File: config.mk
export PLATFORM = sky130hd
export DESIGN_NAME = ofdm_subcarrier_mapper
export DESIGN_NICKNAME = d
export VERILOG_FILES = /design/src/hdl/osm_pkg.sv /design/src/hdl/osm_slot_class.sv /design/src/hdl/osm_pilot_gen.sv /design/src/hdl/ofdm_subcarrier_mapper.sv
export SDC_FILE = /design/constraint.sdc
export NUM_CORES = 1
export LEC_CHECK = 0
export ABC_AREA = 1
export BUFFER_PORTS_ARGS = -buffer_cell sky130_fd_sc_hd__buf_2
export CAP_MARGIN = 25
export CORE_ASPECT_RATIO = 0.9
export CORE_MARGIN = 5
export CORE_UTILIZATION = 40
export DETAILED_ROUTE_END_ITERATION = 6
export PLACE_DENSITY = 0.59
export SETUP_SLACK_MARGIN = 0.05
export SLEW_MARGIN = 20
export SYNTH_ARGS = -nofsm -noshare
export SYNTH_HDL_FRONTEND = slang
export SYNTH_SLANG_ARGS = --single-unit
File: constraint.sdc
create_clock -name clk_i -period 11.7 [get_ports clk_i]
set_clock_uncertainty 0.05 [all_clocks]
set_input_delay 2.34 -clock clk_i [delete_from_list [all_inputs] [get_ports clk_i]]
set_output_delay 2.34 -clock clk_i [all_outputs]
set_load 0.05 [all_outputs]
File: src/hdl/osm_pkg.sv
// shared types, codes and constants of the ofdm subcarrier mapper
// no dependencies; used by every module in hdl/
package osm_pkg;

  // defaults for the top level parameters
  localparam int unsigned DEF_SLOTS           = 64;
  localparam int unsigned DEF_POLARITY_LENGTH = 127;
  localparam int unsigned DEF_PILOT_SPACING   = 8;
  localparam int unsigned DEF_SAMPLE_WIDTH    = 16;

  // fixed field widths
  localparam int unsigned SLOT_W     = 6;
  localparam int unsigned SYM_W      = 7;
  localparam int unsigned LEVEL_W    = 15;
  localparam int unsigned PNUM_W     = 2;
  localparam int unsigned TUSER_W    = 4;
  localparam int unsigned CFG_IDX_W  = 2;
  localparam int unsigned CFG_DATA_W = 64;

  localparam logic [LEVEL_W-1:0] LEVEL_RESET = 15'd16384;

  // configuration register indexes
  localparam logic [CFG_IDX_W-1:0] CFG_MASK  = 2'd0;
  localparam logic [CFG_IDX_W-1:0] CFG_DIR   = 2'd1;
  localparam logic [CFG_IDX_W-1:0] CFG_LEVEL = 2'd2;

  // pilot number (mod 4) that carries the minus sign of the base pattern
  localparam logic [PNUM_W-1:0] PNUM_NEG = 2'd3;

  typedef enum logic [1:0] {
    CLS_NULL  = 2'd0,
    CLS_DATA  = 2'd1,
    CLS_PILOT = 2'd2
  } slot_class_e;

  // shared slot unit result
  typedef struct packed {
    slot_class_e cls;
    logic        active;
  } slot_info_t;

  // 1 where the pilot polarity sequence is -1
  localparam int unsigned POLARITY_MAX = 127;
  localparam bit NEG_POLARITY [POLARITY_MAX] = '{
    0,0,0,0,1,1,1,0,1,1,1,1,0,0,1,0,
    1,1,0,0,1,0,0,1,0,0,0,0,0,0,1,0,
    0,0,1,0,0,1,1,0,0,0,1,0,1,1,1,0,
    1,0,1,1,0,1,1,0,0,0,0,0,1,1,0,0,
    1,1,0,1,0,1,0,0,1,1,1,0,0,1,1,1,
    1,0,1,1,0,1,0,0,0,0,1,0,1,0,1,0,
    1,1,1,1,1,0,1,0,0,1,0,1,0,0,0,1,
    1,0,1,1,1,0,0,0,1,1,1,1,1,1,1
  };

endpackage

File: src/hdl/osm_slot_class.sv
// shared slot classifier: one mask bit and the running rank give the slot class
// depends on osm_pkg
module osm_slot_class #(
  parameter int unsigned PILOT_SPACING = osm_pkg::DEF_PILOT_SPACING,
  parameter int unsigned RK_W          = $clog2(PILOT_SPACING)
) (
  input  logic                active_i,
  input  logic [RK_W-1:0]     rank_i,
  output osm_pkg::slot_info_t info_o,
  output logic [RK_W-1:0]     rank_o
);

  localparam logic [RK_W-1:0] RANK_TOP = RK_W'(PILOT_SPACING - 1);

  logic at_top;

  assign at_top = (rank_i == RANK_TOP);

  always_comb begin
    info_o.active = active_i;
    rank_o        = rank_i;
    if (!active_i) begin
      info_o.cls = osm_pkg::CLS_NULL;
    end else if (at_top) begin
      info_o.cls = osm_pkg::CLS_PILOT;
      rank_o     = '0;
    end else begin
      info_o.cls = osm_pkg::CLS_DATA;
      rank_o     = rank_i + 1'b1;
    end
  end

endmodule

File: src/hdl/osm_pilot_gen.sv
// pilot sample: saturated level with sign from base pattern and polarity sequence
// depends on osm_pkg
module osm_pilot_gen #(
  parameter int unsigned SAMPLE_WIDTH = osm_pkg::DEF_SAMPLE_WIDTH
) (
  input  logic [osm_pkg::LEVEL_W-1:0] level_i,
  input  logic [osm_pkg::PNUM_W-1:0]  pnum_i,
  input  logic [osm_pkg::SYM_W-1:0]   sym_i,
  output logic signed [SAMPLE_WIDTH-1:0] pilot_o
);

  localparam logic [31:0] SMAX = 32'((64'd1 << (SAMPLE_WIDTH - 1)) - 64'd1);

  logic [31:0]             level_ext;
  logic [31:0]             mag_ext;
  logic [SAMPLE_WIDTH-1:0] mag;
  logic                    neg;

  assign level_ext = 32'(level_i);
  assign mag_ext   = (level_ext > SMAX) ? SMAX : level_ext;
  assign mag       = mag_ext[SAMPLE_WIDTH-1:0];
  assign neg       = (pnum_i == osm_pkg::PNUM_NEG) ^ osm_pkg::NEG_POLARITY[sym_i];
  assign pilot_o   = neg ? -mag : mag;

endmodule

File: src/hdl/ofdm_subcarrier_mapper.sv
// top level of the ofdm subcarrier mapper / demapper with its slot sequencer
// depends on osm_pkg, osm_slot_class, osm_pilot_gen
//
// The block walks a symbol one subcarrier slot per clock, unless the output
// stalls, through a single shared slot classifier steered by the allocation mask.
// In map mode an accepted word is first registered, then one word is emitted per
// slot: the nulls and pilots ahead of its data slot, the data slot itself and,
// after the last data slot of the symbol, the trailing nulls and pilots; no new
// word is taken until that run ends. Demap mode and the no-data error handle a
// word on acceptance. The pace is set by the one-slot-per-cycle walk and the
// single output register (one word per cycle out, unless stalled). A write of the
// mask starts a scan over the mask through the same classifier, which finds the
// last data slot; s_axis_tready stays low during the scan. Configuration writes
// are taken at any time; direction and mask writes restart the current symbol.
module ofdm_subcarrier_mapper #(
  parameter int unsigned SLOTS           = osm_pkg::DEF_SLOTS,
  parameter int unsigned POLARITY_LENGTH = osm_pkg::DEF_POLARITY_LENGTH,
  parameter int unsigned PILOT_SPACING   = osm_pkg::DEF_PILOT_SPACING,
  parameter int unsigned SAMPLE_WIDTH    = osm_pkg::DEF_SAMPLE_WIDTH,
  parameter int unsigned IN_TDATA_W      = ((2 * SAMPLE_WIDTH + 7) / 8) * 8,
  parameter int unsigned OUT_TDATA_W     = ((2 * SAMPLE_WIDTH + osm_pkg::SLOT_W + 7) / 8) * 8
) (
  input  logic                            clk_i,
  input  logic                            rst_ni,
  // configuration write port
  input  logic                            cfg_we_i,
  input  logic [osm_pkg::CFG_IDX_W-1:0]   cfg_idx_i,
  input  logic [osm_pkg::CFG_DATA_W-1:0]  cfg_data_i,
  // input samples
  input  logic                            s_axis_tvalid,
  output logic                            s_axis_tready,
  input  logic [IN_TDATA_W-1:0]           s_axis_tdata,   // in_real, in_imag
  // output samples
  output logic                            m_axis_tvalid,
  input  logic                            m_axis_tready,
  output logic [OUT_TDATA_W-1:0]          m_axis_tdata,   // out_real, out_imag, slot
  output logic [osm_pkg::TUSER_W-1:0]     m_axis_tuser,   // slot_class, symbol_end,
                                                          // no_data_error
  output logic                            m_axis_tlast    // run_last
);

  localparam int unsigned IDX_W = $clog2(SLOTS);
  localparam int unsigned RK_W  = $clog2(PILOT_SPACING);
  localparam int unsigned SW    = SAMPLE_WIDTH;

  localparam logic [IDX_W-1:0]          POS_LAST = IDX_W'(SLOTS - 1);
  localparam logic [osm_pkg::SYM_W-1:0] SYM_LAST = osm_pkg::SYM_W'(POLARITY_LENGTH - 1);

  // sequencer states
  localparam logic [1:0] S_IDLE  = 2'd0;
  localparam logic [1:0] S_SWEEP = 2'd1;
  localparam logic [1:0] S_MAP   = 2'd2;

  // control and configuration state
  logic [1:0]                    state_q, state_d;
  logic [SLOTS-1:0]              mask_q, mask_d;
  logic                          dir_q, dir_d;
  logic [osm_pkg::LEVEL_W-1:0]   level_q, level_d;
  logic [IDX_W-1:0]              pos_q, pos_d;
  logic [RK_W-1:0]               rank_q, rank_d;
  logic [osm_pkg::PNUM_W-1:0]    pnum_q, pnum_d;
  logic [osm_pkg::SYM_W-1:0]     sym_q, sym_d;
  logic                          has_data_q, has_data_d;
  logic [IDX_W-1:0]              last_data_q, last_data_d;
  logic                          placed_q, placed_d;
  logic                          ov_q, ov_d;

  // payload
  logic signed [SW-1:0]          re_q, re_d, im_q, im_d;
  logic signed [SW-1:0]          o_re_q, o_re_d, o_im_q, o_im_d;
  logic [osm_pkg::SLOT_W-1:0]    o_slot_q, o_slot_d;
  osm_pkg::slot_class_e          o_cls_q, o_cls_d;
  logic                          o_end_q, o_end_d;
  logic                          o_last_q, o_last_d;
  logic                          o_err_q, o_err_d;

  logic                          out_free;
  logic                          s_accept;
  logic                          advance;
  logic                          placed_now;
  logic                          pos_end;
  logic signed [SW-1:0]          in_re, in_im;
  logic signed [SW-1:0]          pilot;
  osm_pkg::slot_info_t           info;
  logic [RK_W-1:0]               rank_nxt;

  // shared slot unit, fed by the slot pointer in every state
  osm_slot_class #(
    .PILOT_SPACING (PILOT_SPACING),
    .RK_W          (RK_W)
  ) u_slot_class (
    .active_i (mask_q[pos_q]),
    .rank_i   (rank_q),
    .info_o   (info),
    .rank_o   (rank_nxt)
  );

  osm_pilot_gen #(
    .SAMPLE_WIDTH (SAMPLE_WIDTH)
  ) u_pilot_gen (
    .level_i (level_q),
    .pnum_i  (pnum_q),
    .sym_i   (sym_q),
    .pilot_o (pilot)
  );

  assign in_re    = s_axis_tdata[SW-1:0];
  assign in_im    = s_axis_tdata[2*SW-1:SW];
  assign out_free = !ov_q || m_axis_tready;
  assign pos_end  = (pos_q == POS_LAST);

  assign s_axis_tready = (state_q == S_IDLE) && out_free;
  assign s_accept      = s_axis_tvalid && s_axis_tready;

  assign m_axis_tvalid = ov_q;
  assign m_axis_tdata  = OUT_TDATA_W'({o_slot_q, o_im_q, o_re_q});
  assign m_axis_tuser  = {o_err_q, o_end_q, o_cls_q};
  assign m_axis_tlast  = o_last_q;

  always_comb begin
    state_d     = state_q;
    mask_d      = mask_q;
    dir_d       = dir_q;
    level_d     = level_q;
    pos_d       = pos_q;
    rank_d      = rank_q;
    pnum_d      = pnum_q;
    sym_d       = sym_q;
    has_data_d  = has_data_q;
    last_data_d = last_data_q;
    placed_d    = placed_q;
    re_d        = re_q;
    im_d        = im_q;
    o_re_d      = o_re_q;
    o_im_d      = o_im_q;
    o_slot_d    = o_slot_q;
    o_cls_d     = o_cls_q;
    o_end_d     = o_end_q;
    o_last_d    = o_last_q;
    o_err_d     = o_err_q;
    ov_d        = m_axis_tready ? 1'b0 : ov_q;
    advance     = 1'b0;
    placed_now  = placed_q || (info.cls == osm_pkg::CLS_DATA);

    case (state_q)
      S_IDLE: begin
        if (s_accept) begin
          if (!has_data_q) begin
            // no data slot in the mask: one error word, word dropped
            ov_d     = 1'b1;
            o_re_d   = '0;
            o_im_d   = '0;
            o_slot_d = '0;
            o_cls_d  = osm_pkg::CLS_NULL;
            o_end_d  = 1'b0;
            o_last_d = 1'b1;
            o_err_d  = 1'b1;
          end else if (dir_q) begin
            // demap: pass only data slots
            if (info.cls == osm_pkg::CLS_DATA) begin
              ov_d     = 1'b1;
              o_re_d   = in_re;
              o_im_d   = in_im;
              o_slot_d = osm_pkg::SLOT_W'(pos_q);
              o_cls_d  = osm_pkg::CLS_DATA;
              o_end_d  = pos_end;
              o_last_d = 1'b1;
              o_err_d  = 1'b0;
            end
            advance = 1'b1;
          end else begin
            re_d     = in_re;
            im_d     = in_im;
            placed_d = 1'b0;
            state_d  = S_MAP;
          end
        end
      end
      S_SWEEP: begin
        // mask scan: find whether and where the last data slot sits
        if (info.cls == osm_pkg::CLS_DATA) begin
          has_data_d  = 1'b1;
          last_data_d = pos_q;
        end
        rank_d = rank_nxt;
        if (pos_end) begin
          pos_d   = '0;
          rank_d  = '0;
          state_d = S_IDLE;
        end else begin
          pos_d = pos_q + 1'b1;
        end
      end
      S_MAP: begin
        if (out_free) begin
          ov_d     = 1'b1;
          o_slot_d = osm_pkg::SLOT_W'(pos_q);
          o_end_d  = pos_end;
          o_err_d  = 1'b0;
          if (info.cls == osm_pkg::CLS_DATA && !placed_q) begin
            o_re_d  = re_q;
            o_im_d  = im_q;
            o_cls_d = osm_pkg::CLS_DATA;
          end else if (info.cls == osm_pkg::CLS_PILOT) begin
            o_re_d  = pilot;
            o_im_d  = '0;
            o_cls_d = osm_pkg::CLS_PILOT;
          end else begin
            o_re_d  = '0;
            o_im_d  = '0;
            o_cls_d = info.cls;
          end
          // run ends at symbol end, or once placed with data still ahead
          o_last_d = pos_end || (placed_now && (last_data_q > pos_q));
          placed_d = placed_now;
          advance  = 1'b1;
          if (o_last_d) begin
            state_d = S_IDLE;
          end
        end
      end
      default: begin
        state_d = S_IDLE;
      end
    endcase

    // step to the next slot, closing the symbol after the final slot
    if (advance) begin
      rank_d = rank_nxt;
      if (info.cls == osm_pkg::CLS_PILOT) begin
        pnum_d = pnum_q + 1'b1;
      end
      if (pos_end) begin
        pos_d  = '0;
        rank_d = '0;
        pnum_d = '0;
        sym_d  = (sym_q == SYM_LAST) ? '0 : sym_q + 1'b1;
      end else begin
        pos_d = pos_q + 1'b1;
      end
    end

    if (cfg_we_i) begin
      case (cfg_idx_i)
        osm_pkg::CFG_MASK: begin
          mask_d      = cfg_data_i[SLOTS-1:0];
          pos_d       = '0;
          rank_d      = '0;
          pnum_d      = '0;
          has_data_d  = 1'b0;
          last_data_d = '0;
          state_d     = S_SWEEP;
        end
        osm_pkg::CFG_DIR: begin
          dir_d = cfg_data_i[0];
          // the scan owns the slot pointer and clears it when done
          if (state_q != S_SWEEP) begin
            pos_d  = '0;
            rank_d = '0;
            pnum_d = '0;
          end
        end
        osm_pkg::CFG_LEVEL: begin
          level_d = cfg_data_i[osm_pkg::LEVEL_W-1:0];
        end
        default: begin
        end
      endcase
    end
  end

  always_ff @(posedge clk_i or negedge rst_ni) begin
    if (!rst_ni) begin
      state_q     <= S_IDLE;
      mask_q      <= '0;
      dir_q       <= 1'b0;
      level_q     <= osm_pkg::LEVEL_RESET;
      pos_q       <= '0;
      rank_q      <= '0;
      pnum_q      <= '0;
      sym_q       <= '0;
      has_data_q  <= 1'b0;
      last_data_q <= '0;
      placed_q    <= 1'b0;
      ov_q        <= 1'b0;
    end else begin
      state_q     <= state_d;
      mask_q      <= mask_d;
      dir_q       <= dir_d;
      level_q     <= level_d;
      pos_q       <= pos_d;
      rank_q      <= rank_d;
      pnum_q      <= pnum_d;
      sym_q       <= sym_d;
      has_data_q  <= has_data_d;
      last_data_q <= last_data_d;
      placed_q    <= placed_d;
      ov_q        <= ov_d;
    end
  end

  always_ff @(posedge clk_i) begin
    re_q     <= re_d;
    im_q     <= im_d;
    o_re_q   <= o_re_d;
    o_im_q   <= o_im_d;
    o_slot_q <= o_slot_d;
    o_cls_q  <= o_cls_d;
    o_end_q  <= o_end_d;
    o_last_q <= o_last_d;
    o_err_q  <= o_err_d;
  end

endmodule

==> run metrics <==
crit path max fanout=5; f_max=186 MHz; area leader, netlist=dfrtp_1; CP peak stage delay=0.25 ns; die area=25,500 sq um; clock-pin transition on the worst setup and hold timing paths=about 0.070 ns; Final setup viols=0; Slowest-stage cell, CP=nor2_1; Hold Vio Cnt, Final=0; WL final=22.8 mm; Inserted Clock Buffers=17; std cell rows=51; worst hold path type=reg -> reg; post-route ant nets=0; hold buffer count at CTS=0; placed inst area=9880 sq um; fraction of registers with async set or reset after synthesis=59.2%; top-count cell post-synth=nand2_1; synthesis-stage register bit count=184; P&R area growth vs syn=17.1%; post-DR wirelength/cell=15.2 um; # Max-Cap Violations=0; Slew Limit Fails=0; vias in the first global route=7,161; max_slew headroom=~48%; pin count of the biggest net entering global routing=82; fin util=48.0%; starting density of the core=41.0%; Seq/Total Area, Yosys=55.7%; crit path cell chain=buf_2 > nor2_1 > nor2_1 > buf_2; remaining global-route overflow=0; GPL Wtd Cong=0.901; CTS resizes=0; dominant cells by area after synthesis=dfrtp_1 (30%), edfxtp_1 (25%), nand2_1 (18%), nand3_1 (4.4%), nor2_1 (3.7%); Post-CTS Repair Setup Buffers=0; CTS Buffer Depth=2; Die Span X=168 um; synthesized area per cell=roughly 8.4 sq um; Port Buffers=between 100 and 150; Worst-Skew Late Latency=0.43 ns; ys flop type=dfrtp_1; htree depth=4; drt pass-1 iters=5; number of synthesized flops with an enable pin=75; final worst path period share=45.8%; ANT cells=0; Vias/cell=between 4 and 5; unrepaired setup endpoints after global routing=no; Vert. Die Dim=between 150 and 200 um; CTS tree=built; Iteration-0 DRC Markers=530; minimum clock period=5.36 ns; Crit path required time=9.31 ns; global-route wire length before repair=37.4 mm; Top Family by Delay on Critical Path=simple AND/OR/NAND/NOR gates; gr usage total=18.1%; Fill cells=2,175; distinct cell type count after synthesis=37; vias post-DR=7,396; maximum vdd drop=about 90 uV; clock sinks=around 180; CP Class=in -> out; Leak=5.08 nW; Syn. warnings=0; core area=21,800 sq um; Remaining DRCs=0; num ports=150; Tightest Pin Transition=0.785 ns; post-synth top area share=30.2%; cell count after synthesis=roughly 1,100; initial antenna violation count=1; layout cells sized above 1=~17%; Critical Path AT=2.97 ns; run status=finished clean; Nets=1,322; post-DP HPWL=about 16 mm; Commonest cells post-synth=nand2_1 (431), dfrtp_1 (108), nor2_1 (87); post-route cell area=10,500 sq um; CTS Root Cell=clkbuf_16; Synth Cell Area=just under 9000 sq um; Worst setup EP type=primary output; setup TNS=0 ns; CP startpoint kind=input port; WP buf/inv=2; Pwr Density=about 220 nW/um^2
==> layout by cell type, fill, tap and decap left out, types with 17 or more instances in the layout <==
cell type / n
ha_1: 17
dfrtp_1: 108
edfxtp_1: 75
inv_1: 77
clkbuf_16: 17
buf_2: 146
nand2_1: 431
a21oi_1: 24
nand3_1: 77
nor2_1: 85
o21ai_0: 61
==> flip-flops by register name, indices dropped and copies added (netlist names), 2 cells and up <==
name	cells
im_q	16
last_data_q	6
level_q	15
mask_q	64
o_cls_q	2
o_im_q	16
o_re_q	16
o_slot_q	6
pnum_q	2
pos_q	6
rank_q	3
re_q	16
state_q	2
sym_q	7
==> final timing paths <==
path | from | cells after the start | end | slack, ns
max in group asynchronous | rst_ni | 2 | m_axis_tvalid | 8.46
worst max-delay path | m_axis_tready | 4 | s_axis_tready | 6.34
worst min register to register | mask_q[46] | 2 | mask_q[46] | 0.42
worst min-delay path | mask_q[46] | 2 | mask_q[46] | 0.42
worst max register to register | pos_q[1] | 11 | o_cls_q[1] | 8.30
min in group asynchronous | rst_ni | 1 | mask_q[33] | 1.91
==> cells by family (layout without fill, tap and decap cells) <==
kind of cell	after synthesis	after routing	share of synthesized area, %
and+or+nand+nor	628	628	28.6
DFF	184	184	55.7
xor gates and xnor gates	9	9	0.881
other	1	2	0.0419
adders and majority gates	17	17	2.38
buffers and inverters	124	268	6.06
AOI/OAI and AO/OA	107	107	6.35
==> layout make-up <==
class	count	area [sq um]	share of cell area [%]
clock inverters	15	135	1.29
inverters	83	314	3.00
clock buffers	17	425	4.06
repair buffers	153	796	7.60
flip-flops and latches	184	4980	47.6
multi-input cells	763	3460	33.0
well taps	291	364	3.48
==> worst register-to-register path, delay by kind of cell (launching register included) <==
kind            cells  cell delay (ns)
compound gates      1             0.17
buf+inv             2             0.85
flops               1             0.85
simple gates        8             1.10
==> routing by layer <==
layer  up-vias  global-route usage, %  wire length (um)
met5         -                      0                13
met4         2                   4.52               295
met3        30                   3.97              1210
met2       188                   28.9             10700
met1      3445                   25.2             10600
li1       3731                      -                 -
==> per-stage QoR <==
step           total power [mW]  hold WS (ns)  setup slack [ns]  cells
5_1_grt                    2.47         0.443              6.26   1506
3_3_place_gp               1.76         0.403              6.34   1473
3_5_place_dp               1.77         0.409              6.33   1473
2_1_floorplan              1.55         0.392              6.11   1071
4_1_cts                    2.33         0.427              6.32   1505
6_report                   2.31         0.423              6.34   1506
==> where the power goes <==
group	leakage, nW	switching, mW	internal (mW)
combinational	2.76	0.608	0.223
sequential	2.04	0.0845	0.841
clock	0.281	0.277	0.281
No activity file was read; power rests on OpenSTA's default activity.
